File: src/design/pvee_pkg.sv
// shared codes and defaults for the voice envelope engine
// no dependencies
package pvee_pkg;

    localparam int VOICES_DEF   = 32;
    localparam int NUM_KEYS_DEF = 64;
    localparam int ENV_FULL_DEF = 16384;

    localparam int CFG_W    = 15;
    localparam int CNT_W    = 8;
    localparam int KEY_W    = 6;
    localparam int PH_W     = 32;
    localparam int IDX_O_W  = 5;
    localparam int RCNT_W   = 6;
    localparam int REQ_W    = 2;
    localparam int APB_AW   = 5;
    localparam int APB_DW   = 32;
    localparam int IN_TD_W  = 40;
    localparam int OUT_TD_W = 72;

    typedef enum logic [REQ_W-1:0] {
        REQ_NOTE_ON  = 2'd0,
        REQ_NOTE_OFF = 2'd1,
        REQ_TICK     = 2'd2,
        REQ_NONE     = 2'd3
    } t_req;

    typedef enum logic [2:0] {
        ST_OFF     = 3'd0,
        ST_ATTACK  = 3'd1,
        ST_DECAY   = 3'd2,
        ST_SUSTAIN = 3'd3,
        ST_RELEASE = 3'd4
    } t_stage;

    typedef enum logic [2:0] {
        RG_ATTACK_STEP  = 3'd0,
        RG_DECAY_TARGET = 3'd1,
        RG_DECAY_STEP   = 3'd2,
        RG_SUS_TARGET   = 3'd3,
        RG_SUS_STEP     = 3'd4,
        RG_SUS_DIV      = 3'd5,
        RG_REL_STEP     = 3'd6,
        RG_PLUCK        = 3'd7
    } t_reg_idx;

endpackage

File: src/design/poly_voice_envelope_engine.sv
// Voice table with per-voice envelope: note-on claims a voice, note-off releases matching
// voices, a tick steps every active voice and streams one item per ringing voice.
// Voice state sits in one single-port-read synchronous memory (VOICES entries); active,
// release and key are held in flip-flops so allocation and note-off are handled directly
// in the idle state. A tick walks every voice: a read state per voice to fetch its memory
// entry, an update state per active voice to step and write it back (held while the output
// side stalls), then a closing state. Reset clears at once, no sweep.
module poly_voice_envelope_engine
    import pvee_pkg::*;
#(
    parameter int VOICES   = VOICES_DEF,
    parameter int NUM_KEYS = NUM_KEYS_DEF,
    parameter int ENV_FULL = ENV_FULL_DEF
) (
    input  logic                i_clk,
    input  logic                i_rst_n,
    input  logic                i_psel,
    input  logic                i_penable,
    input  logic                i_pwrite,
    input  logic [APB_AW-1:0]   i_paddr,
    input  logic [APB_DW-1:0]   i_pwdata,
    output logic [APB_DW-1:0]   o_prdata,
    output logic                o_pready,
    input  logic                i_s_tvalid,
    output logic                o_s_tready,
    // key[5:0], phase_step[37:6], zero pad
    input  logic [IN_TD_W-1:0]  i_s_tdata,
    // req_type[1:0]
    input  logic [REQ_W-1:0]    i_s_tuser,
    output logic                o_m_tvalid,
    input  logic                i_m_tready,
    // voice_index[4:0], phase[36:5], envelope[51:37], pluck_left[59:52],
    // ring_count[65:60], zero pad
    output logic [OUT_TD_W-1:0] o_m_tdata,
    // ringing[0]
    output logic                o_m_tuser,
    output logic                o_m_tlast
);

    localparam int VW   = (VOICES > 1) ? $clog2(VOICES) : 1;
    localparam int CW   = $clog2(VOICES + 1);
    localparam int EW   = ($clog2(ENV_FULL + 1) > CFG_W) ? $clog2(ENV_FULL + 1) : CFG_W;
    localparam int KCW  = $clog2(NUM_KEYS + 1) + KEY_W;

    typedef struct packed {
        logic [PH_W-1:0]  phase;
        logic [PH_W-1:0]  step;
        logic [EW-1:0]    env;
        t_stage           stage;
        logic [CNT_W-1:0] sus_cnt;
        logic [CNT_W-1:0] pluck;
    } t_voice;

    typedef enum logic [3:0] {
        S_IDLE = 4'b0001,
        S_RD   = 4'b0010,
        S_UPD  = 4'b0100,
        S_FIN  = 4'b1000
    } t_state;

    // configuration
    logic [CFG_W-1:0] r_attack, r_dec_tgt, r_dec_step, r_sus_tgt, r_sus_step, r_rel_step;
    logic [CNT_W-1:0] r_sus_div, r_pluck;

    t_state           r_state, n_state;
    logic [VOICES-1:0] r_active, n_active, r_rel, n_rel;
    logic [KEY_W-1:0] r_key [VOICES];
    logic [VW-1:0]    r_idx, n_idx;
    logic [CW-1:0]    r_cnt, n_cnt;

    t_voice           mem [VOICES];
    t_voice           r_rdata;
    logic             mem_we;
    logic [VW-1:0]    mem_waddr;
    t_voice           mem_wdata;

    logic             r_pv, n_pv;
    logic [VW-1:0]    r_p_idx, n_p_idx;
    logic [PH_W-1:0]  r_p_phase, n_p_phase;
    logic [EW-1:0]    r_p_env, n_p_env;
    logic [CNT_W-1:0] r_p_pluck, n_p_pluck;

    logic             r_ovalid;
    logic [IDX_O_W-1:0] r_o_idx, n_o_idx;
    logic [PH_W-1:0]  r_o_phase, n_o_phase;
    logic [CFG_W-1:0] r_o_env, n_o_env;
    logic [CNT_W-1:0] r_o_pluck, n_o_pluck;
    logic             r_o_ring, n_o_ring;
    logic [RCNT_W-1:0] r_o_cnt, n_o_cnt;
    logic             r_o_last, n_o_last;
    logic             load_out, out_free;

    logic             in_acc, cfg_wr;
    t_req             req;
    logic [KEY_W-1:0] in_key;
    logic [PH_W-1:0]  in_step;
    logic             key_ok;
    logic [VW-1:0]    pick_v;
    logic             found_free, found_rel;

    t_stage           cur_stage, new_stage;
    logic [EW:0]      e_new;
    logic [EW:0]      sum_a, sum_b;
    logic [CNT_W-1:0] sc_new, sc_inc, div_eff;
    logic             freed;
    logic             last_idx;

    assign o_pready  = 1'b1;
    assign cfg_wr    = i_psel & i_penable & i_pwrite;
    assign in_acc    = i_s_tvalid & o_s_tready;
    assign o_s_tready = (r_state == S_IDLE);
    assign req       = t_req'(i_s_tuser);
    assign in_key    = i_s_tdata[KEY_W-1:0];
    assign in_step   = i_s_tdata[KEY_W +: PH_W];
    assign key_ok    = (in_key != '0) && (KCW'(in_key) < KCW'(NUM_KEYS));
    assign out_free  = !r_ovalid || i_m_tready;
    assign last_idx  = (r_idx == VW'(VOICES - 1));

    always_comb begin
        case (t_reg_idx'(i_paddr[4:2]))
            RG_ATTACK_STEP:  o_prdata = APB_DW'(r_attack);
            RG_DECAY_TARGET: o_prdata = APB_DW'(r_dec_tgt);
            RG_DECAY_STEP:   o_prdata = APB_DW'(r_dec_step);
            RG_SUS_TARGET:   o_prdata = APB_DW'(r_sus_tgt);
            RG_SUS_STEP:     o_prdata = APB_DW'(r_sus_step);
            RG_SUS_DIV:      o_prdata = APB_DW'(r_sus_div);
            RG_REL_STEP:     o_prdata = APB_DW'(r_rel_step);
            RG_PLUCK:        o_prdata = APB_DW'(r_pluck);
            default:         o_prdata = '0;
        endcase
    end

    always_ff @(posedge i_clk) begin
        if (!i_rst_n) begin
            r_attack   <= CFG_W'(512);
            r_dec_tgt  <= CFG_W'(12000);
            r_dec_step <= CFG_W'(16);
            r_sus_tgt  <= CFG_W'(8192);
            r_sus_step <= CFG_W'(1);
            r_sus_div  <= CNT_W'(4);
            r_rel_step <= CFG_W'(64);
            r_pluck    <= '0;
        end else if (cfg_wr) begin
            case (t_reg_idx'(i_paddr[4:2]))
                RG_ATTACK_STEP:  r_attack   <= i_pwdata[CFG_W-1:0];
                RG_DECAY_TARGET: r_dec_tgt  <= i_pwdata[CFG_W-1:0];
                RG_DECAY_STEP:   r_dec_step <= i_pwdata[CFG_W-1:0];
                RG_SUS_TARGET:   r_sus_tgt  <= i_pwdata[CFG_W-1:0];
                RG_SUS_STEP:     r_sus_step <= i_pwdata[CFG_W-1:0];
                RG_SUS_DIV:      r_sus_div  <= i_pwdata[CNT_W-1:0];
                RG_REL_STEP:     r_rel_step <= i_pwdata[CFG_W-1:0];
                RG_PLUCK:        r_pluck    <= i_pwdata[CNT_W-1:0];
                default: ;
            endcase
        end
    end

    // first free voice, else first in release, else voice 0
    always_comb begin
        pick_v     = '0;
        found_free = 1'b0;
        found_rel  = 1'b0;
        for (int v = VOICES - 1; v >= 0; v--) begin
            if (r_active[v] && r_rel[v]) begin
                found_rel = 1'b1;
            end
        end
        for (int v = VOICES - 1; v >= 0; v--) begin
            if (!r_active[v]) begin
                found_free = 1'b1;
            end
        end
        if (found_free) begin
            for (int v = VOICES - 1; v >= 0; v--) begin
                if (!r_active[v]) pick_v = VW'(v);
            end
        end else if (found_rel) begin
            for (int v = VOICES - 1; v >= 0; v--) begin
                if (r_rel[v]) pick_v = VW'(v);
            end
        end
    end

    // envelope step of the voice read last cycle
    always_comb begin
        cur_stage = r_rel[r_idx] ? ST_RELEASE : r_rdata.stage;
        new_stage = cur_stage;
        e_new     = {1'b0, r_rdata.env};
        sc_new    = r_rdata.sus_cnt;
        freed     = 1'b0;
        sum_a     = '0;
        sum_b     = '0;
        sc_inc    = r_rdata.sus_cnt + CNT_W'(1);
        div_eff   = (r_sus_div == '0) ? CNT_W'(1) : r_sus_div;
        case (cur_stage)
            ST_ATTACK: begin
                sum_a = {1'b0, r_rdata.env} + (EW + 1)'(r_attack);
                if (sum_a >= (EW + 1)'(ENV_FULL)) begin
                    e_new     = (EW + 1)'(ENV_FULL);
                    new_stage = ST_DECAY;
                end else begin
                    e_new = sum_a;
                end
            end
            ST_DECAY: begin
                sum_a = (EW + 1)'(r_dec_tgt) + (EW + 1)'(r_dec_step);
                if ({1'b0, r_rdata.env} > sum_a) begin
                    e_new = {1'b0, r_rdata.env} - (EW + 1)'(r_dec_step);
                end else begin
                    e_new     = (EW + 1)'(r_dec_tgt);
                    new_stage = ST_SUSTAIN;
                    sc_new    = '0;
                end
            end
            ST_SUSTAIN: begin
                sum_b = (EW + 1)'(r_sus_tgt) + (EW + 1)'(r_sus_step);
                if ({1'b0, r_rdata.env} > (EW + 1)'(r_sus_tgt)) begin
                    if (r_sus_step == '0) begin
                        e_new = (EW + 1)'(r_sus_tgt);
                    end else if (sc_inc >= div_eff) begin
                        sc_new = '0;
                        if ({1'b0, r_rdata.env} > sum_b) begin
                            e_new = {1'b0, r_rdata.env} - (EW + 1)'(r_sus_step);
                        end else begin
                            e_new = (EW + 1)'(r_sus_tgt);
                        end
                    end else begin
                        sc_new = sc_inc;
                    end
                end else begin
                    e_new = (EW + 1)'(r_sus_tgt);
                end
            end
            ST_RELEASE: begin
                if (r_rel_step == '0 || {1'b0, r_rdata.env} <= (EW + 1)'(r_rel_step)) begin
                    freed = 1'b1;
                end else begin
                    e_new = {1'b0, r_rdata.env} - (EW + 1)'(r_rel_step);
                end
            end
            default: e_new = '0;
        endcase
    end

    always_comb begin
        n_state   = r_state;
        n_active  = r_active;
        n_rel     = r_rel;
        n_idx     = r_idx;
        n_cnt     = r_cnt;
        n_pv      = r_pv;
        n_p_idx   = r_p_idx;
        n_p_phase = r_p_phase;
        n_p_env   = r_p_env;
        n_p_pluck = r_p_pluck;
        mem_we    = 1'b0;
        mem_waddr = r_idx;
        mem_wdata = r_rdata;
        load_out  = 1'b0;
        n_o_idx   = IDX_O_W'(r_p_idx);
        n_o_phase = r_p_phase;
        n_o_env   = r_p_env[CFG_W-1:0];
        n_o_pluck = r_p_pluck;
        n_o_ring  = 1'b1;
        n_o_cnt   = '0;
        n_o_last  = 1'b0;
        case (r_state)
            S_IDLE: begin
                if (in_acc) begin
                    case (req)
                        REQ_NOTE_ON: begin
                            if (key_ok && in_step != '0) begin
                                mem_we            = 1'b1;
                                mem_waddr         = pick_v;
                                mem_wdata.phase   = '0;
                                mem_wdata.step    = in_step;
                                mem_wdata.env     = '0;
                                mem_wdata.stage   = ST_ATTACK;
                                mem_wdata.sus_cnt = '0;
                                mem_wdata.pluck   = r_pluck;
                                n_active[pick_v]  = 1'b1;
                                n_rel[pick_v]     = 1'b0;
                            end
                        end
                        REQ_NOTE_OFF: begin
                            if (key_ok) begin
                                for (int v = 0; v < VOICES; v++) begin
                                    if (r_active[v] && r_key[v] == in_key) n_rel[v] = 1'b1;
                                end
                            end
                        end
                        REQ_TICK: begin
                            n_idx   = '0;
                            n_cnt   = '0;
                            n_pv    = 1'b0;
                            n_state = S_RD;
                        end
                        default: ;
                    endcase
                end
            end
            S_RD: begin
                if (r_active[r_idx]) begin
                    n_state = S_UPD;
                end else if (last_idx) begin
                    n_state = S_FIN;
                end else begin
                    n_idx = r_idx + VW'(1);
                end
            end
            S_UPD: begin
                if (freed) begin
                    n_active[r_idx] = 1'b0;
                    n_rel[r_idx]    = 1'b0;
                    n_state         = last_idx ? S_FIN : S_RD;
                    n_idx           = last_idx ? r_idx : r_idx + VW'(1);
                end else if (!r_pv || out_free) begin
                    load_out          = r_pv;
                    mem_we            = 1'b1;
                    mem_wdata.phase   = r_rdata.phase + r_rdata.step;
                    mem_wdata.env     = e_new[EW-1:0];
                    mem_wdata.stage   = new_stage;
                    mem_wdata.sus_cnt = sc_new;
                    mem_wdata.pluck   = (r_rdata.pluck != '0) ? r_rdata.pluck - CNT_W'(1) : '0;
                    n_pv      = 1'b1;
                    n_p_idx   = r_idx;
                    n_p_phase = r_rdata.phase + r_rdata.step;
                    n_p_env   = e_new[EW-1:0];
                    n_p_pluck = r_rdata.pluck;
                    n_cnt     = r_cnt + CW'(1);
                    n_state   = last_idx ? S_FIN : S_RD;
                    n_idx     = last_idx ? r_idx : r_idx + VW'(1);
                end
            end
            S_FIN: begin
                if (out_free) begin
                    load_out = 1'b1;
                    n_o_last = 1'b1;
                    n_pv     = 1'b0;
                    n_state  = S_IDLE;
                    if (r_pv) begin
                        n_o_cnt = RCNT_W'(r_cnt);
                    end else begin
                        n_o_idx   = '0;
                        n_o_phase = '0;
                        n_o_env   = '0;
                        n_o_pluck = '0;
                        n_o_ring  = 1'b0;
                    end
                end
            end
            default: n_state = S_IDLE;
        endcase
    end

    always_ff @(posedge i_clk) begin
        if (mem_we) begin
            mem[mem_waddr] <= mem_wdata;
        end
        r_rdata <= mem[r_idx];
    end

    always_ff @(posedge i_clk) begin
        if (!i_rst_n) begin
            r_state  <= S_IDLE;
            r_active <= '0;
            r_rel    <= '0;
            r_pv     <= 1'b0;
            r_ovalid <= 1'b0;
            r_idx    <= '0;
            r_cnt    <= '0;
            for (int v = 0; v < VOICES; v++) r_key[v] <= '0;
        end else begin
            r_state  <= n_state;
            r_active <= n_active;
            r_rel    <= n_rel;
            r_pv     <= n_pv;
            r_idx    <= n_idx;
            r_cnt    <= n_cnt;
            if (load_out) begin
                r_ovalid <= 1'b1;
            end else if (i_m_tready) begin
                r_ovalid <= 1'b0;
            end
            if (r_state == S_IDLE && in_acc && req == REQ_NOTE_ON && key_ok && in_step != '0) begin
                r_key[pick_v] <= in_key;
            end
        end
    end

    always_ff @(posedge i_clk) begin
        r_p_idx   <= n_p_idx;
        r_p_phase <= n_p_phase;
        r_p_env   <= n_p_env;
        r_p_pluck <= n_p_pluck;
        if (load_out) begin
            r_o_idx   <= n_o_idx;
            r_o_phase <= n_o_phase;
            r_o_env   <= n_o_env;
            r_o_pluck <= n_o_pluck;
            r_o_ring  <= n_o_ring;
            r_o_cnt   <= n_o_cnt;
            r_o_last  <= n_o_last;
        end
    end

    assign o_m_tvalid = r_ovalid;
    assign o_m_tdata  = {6'd0, r_o_cnt, r_o_pluck, r_o_env, r_o_phase, r_o_idx};
    assign o_m_tuser  = r_o_ring;
    assign o_m_tlast  = r_o_last;

endmodule

File: config.mk
export PLATFORM = sky130hd
export DESIGN_NAME = poly_voice_envelope_engine
export DESIGN_NICKNAME = d
export VERILOG_FILES = /design/src/design/pvee_pkg.sv /design/src/design/poly_voice_envelope_engine.sv
export SDC_FILE = /design/constraint.sdc
export NUM_CORES = 2
export LEC_CHECK = 0
export ABC_AREA = 1
export BUFFER_PORTS_ARGS = -buffer_cell sky130_fd_sc_hd__clkbuf_2
export CAP_MARGIN = 20
export CORE_MARGIN = 5
export CORE_UTILIZATION = 53
export DETAILED_ROUTE_END_ITERATION = 10
export PLACE_DENSITY_LB_ADDON = 0.12
export RECOVER_POWER = 50
export REMOVE_ABC_BUFFERS = 1
export SYNTH_ARGS = -nofsm -noshare
export SYNTH_HDL_FRONTEND = slang
export SYNTH_SLANG_ARGS = --single-unit
File: constraint.sdc
create_clock -name i_clk -period 16.5 [get_ports i_clk]
set_clock_uncertainty 0.1 [all_clocks]
set_input_delay 1.65 -clock i_clk [delete_from_list [all_inputs] [get_ports i_clk]]
set_output_delay 1.65 -clock i_clk [all_outputs]
set_load 0.005 [all_outputs]
==> impl_metrics.yaml <==
worst_setup_path:
  critPathArrivalTime_ns: 12.90
  ff2ff_path_depth: 19
  crit_slowest_cell: "clkbuf_1"
  crit-reg2reg-launch: "r_idx[1]$_SDFFE_PN0P_"
  cp-start-kind: "input port"
  path_cells: "clkbuf_2, buf_4, inv_1, nand3_1, o41ai_1, clkbuf_1, nor3_1, clkbuf_1, clkinvlp_2, o21ai_0, nand3_1, nor2_4, clkbuf_1, buf_4"
  r2r-end: "mem[3][82]$_DFFE_PP_"
  crit_buf_inv: 8
  cp_max_fo: 37
  endpoint_kind: "flop"
  critPathMostFrequentCell: "clkbuf_1"
  slowest_delay_ns: 2.38
  crit_family: "buffers and inverters"
  critical_path_class: "input port to flop"
  critPathRequiredTime_ns: 16.95
  rrSetupSlack_ns: 4.25
layout:
  fin_nets: 12800
  layout-drive-gt1-share_pct: 7.11
  final_util_pct: 59.0
  final_common_cell: "edfxtp_1"
  areaGrowthSynthToFinish_pct: 11.0
  mostFrequentLayoutCells: "3456 x edfxtp_1, 2083 x nor2_1, 1883 x o21ai_0"
global_routing:
  grt_first_pass_wirelength_mm: 684
  grt_max_degree: 232
  antenna_found_initial: 12
  grt-ovfl-total: 0
  globalRouteTotalUtil_pct: 30.6
  first_global_vias: 101000
floorplan:
  die-area_mm2: 0.302
  io_pins: 195
  start_util_pct: 53.1
  core_area_mm2: 0.290
  rows: 198
  die_h_um: 549
  die_w_um: 549
sta:
  slew_violations: 2197
  worstMarginPinSlew_ns: 8.15
  timing.final.crit_share_pct: 75.4
  rsz0062_at_grt: "no"
  fin_tns_setup_ns: 0
  slew_headroom_pct: -443
  min_period_ns: 12.44
  hold_viol: 0
  timing.fmax_mhz: 80.4
  setup_viol: 0
run:
  cap_violations: 50
clock_network:
  clock_latency_ns: 0.97
  clockBufferDepth: 4
  cts_inserted_buffers: 383
  cts_hold_buf: 0
  postCtsSetupBuffers: 0
  post_cts_resized: 0
  clock-sinks: 3741
  path_clk_slew_ns: 0.06
  htree_levels: 5
  cts_tree: "built"
  clockRootBuffer: "clkbuf_16"
placed_design:
  portBuffers: 149
  globalplace.congestion: 0.944
  dp_hpwl_mm: 251
route:
  drt_iter0_markers: 13500
  first_pass_iters: 8
  drc: 0
  viasPerCell: 6.37
  ant_nets: 0
  num_vias: 107000
  wl_per_cell_um: 28.3
  routed_wl_mm: 475
synthesis:
  synth_top_area_share_pct: 67.3
  async_flop_share_pct: 0
  avgSynthCellArea_um2: 12.3
  ys_types: 65
  yosysTopAreaCell: "edfxtp_1"
  syn_inst: 12600
  synth-seq-cells: 3741
  ys_seq_area_share_pct: 71.0
  synth_ff_type: "edfxtp_1"
  synth-edff-count: 3456
  syn_area_mm2: 0.154
  yosys-top-cells-area: "edfxtp_1 67%, o21ai_0 6.1%, nor2_1 5.1%, dfxtp_1 3.7%, o22ai_1 3.4%"
  yosys_warnings: 0
pwr:
  leakagePower_uw: 0.0581
  ir_drop_uv: 93.3
  power_density_mw_per_mm2: 121
worst_hold_path:
  hold_start: "r_p_pluck[6]$_DFFE_PP_"
  holdPathEnd: "r_o_pluck[6]$_DFFE_PP_"
  min_path_type: "flop to flop"
  min_delay_path_depth: 2
outcome:
  status: "complete, but fails checks"
  violations: "max-capacitance violations, max-slew violations"
## state kept, by name (all words and copies together) (netlist names), 6 cells and up
| name | cells |
|---|---|
| r_pluck | 8 |
| r_dec_tgt | 15 |
| r_sus_step | 15 |
| r_p_pluck | 8 |
| r_sus_tgt | 15 |
| r_dec_step | 15 |
| r_rdata | 98 |
| r_o_cnt | 6 |
| r_p_phase | 32 |
| r_key | 192 |
| r_o_phase | 32 |
| r_active | 32 |
| r_o_pluck | 8 |
| r_rel_step | 15 |
| r_o_env | 15 |
| mem | 3136 |
| r_attack | 15 |
| r_rel | 32 |
| r_cnt | 6 |
| r_p_env | 15 |
| r_sus_div | 8 |
## how the worst max path moves through the flow
| stage | slack (ns) | startpoint | cells after the start | end |
|---|---|---|---|---|
| 2_1_floorplan | -93.52 | r_idx[0]$_SDFFE_PN0P_ | 14 | mem[11][0]$_DFFE_PP_ |
| 3_3_place_gp | 7.29 | i_s_tdata[5] | 14 | mem[30][83]$_DFFE_PP_ |
| 3_5_place_dp | 7.57 | i_s_tdata[30] | 15 | mem[30][83]$_DFFE_PP_ |
| 4_1_cts | 7.88 | r_idx[1]$_SDFFE_PN0P_ | 19 | mem[30][84]$_DFFE_PP_ |
| 5_1_grt | 3.84 | i_s_tdata[0] | 14 | mem[3][82]$_DFFE_PP_ |
| 6_report | 4.06 | i_s_tdata[0] | 14 | mem[3][82]$_DFFE_PP_ |
## kinds of logic after synthesis
group,Yosys count,synth area share [%]
compound gates,3808,14.5
buf+inv,1295,3.25
xor+xnor,169,0.960
flops,3741,71.0
other cells,2,0.00487
fa+ha+maj,188,1.56
simple gates,3358,8.67
## per-layer routing
| metal | vias to the layer above | GRT usage (%) | part of all wire [%] |
|---|---|---|---|
| li1 | 46600 | - | - |
| met1 | 53600 | 43.5 | 40 |
| met2 | 5773 | 48.2 | 46 |
| met3 | 1036 | 4.17 | 9.4 |
| met4 | 4 | 12.2 | 4.4 |
| met5 | - | 0 | 0.0057 |
## power breakdown
part | internal [uW] | switching (uW)
combinational | 298 | 970
clock | 5030 | 3660
sequential | 10700 | 74.8
total | 16000 | 4710
## area by class of cell
cell class	instances	area (um^2)
Fill cell	23100	119000
Sequential cell	3741	109000
Timing Repair Buffer	392	2450
Antenna cell	12	30.0
Clock inverter	209	2200
Multi-Input combinational cell	7547	39800
Inverter	484	1830
Tap cell	3900	4880
Clock buffer	506	10500
## synth_stat cells (all sizes together), types with 79 or more instances
library cell / count
clkbuf: 732
nor2: 2114
dfxtp: 285
ha: 181
nand2: 924
a221oi: 209
o21ai: 1894
inv: 478
o22ai: 844
a21oi: 427
nand3: 144
buf: 79
a22o: 213
edfxtp: 3456
xor2: 111
## per-stage QoR
| step | instance area [um^2] | total power (uW) | worst slack [ns] | hold slack [ns] | cells |
|---|---|---|---|---|---|
| after global placement | 159000 | 12100 | 7.29 | 0.376 | 16000 |
| after CTS | 172000 | 20800 | 7.88 | 0.403 | 16800 |
| final | 171000 | 20700 | 4.06 | 0.408 | 16800 |
| after floorplan | 151000 | 11700 | -93.52 | 0.308 | 11800 |
| after detailed placement | 159000 | 12200 | 7.57 | 0.393 | 16100 |
| after global routing | 171000 | 21300 | 3.84 | 0.430 | 16800 |
## worst register-to-register path, cell delays in order, from the launching register on
cell,delay (ns)
dfxtp_1,2.33
inv_8,0.95
a21oi_1,0.37
o21ai_0,0.12
a21oi_1,0.29
a2111oi_0,0.11
nand2_1,0.36
a31oi_1,0.13
nor2_2,0.13
clkbuf_1,0.87
clkinvlp_2,1.09
nand2_1,0.37
nor2_1,0.11
buf_12,0.29
inv_1,0.98
nand2_4,0.48
nand3_1,0.48
nor2_4,0.07
clkbuf_1,1.25
buf_4,0.95
No activity file was read; power rests on OpenSTA's default activity.
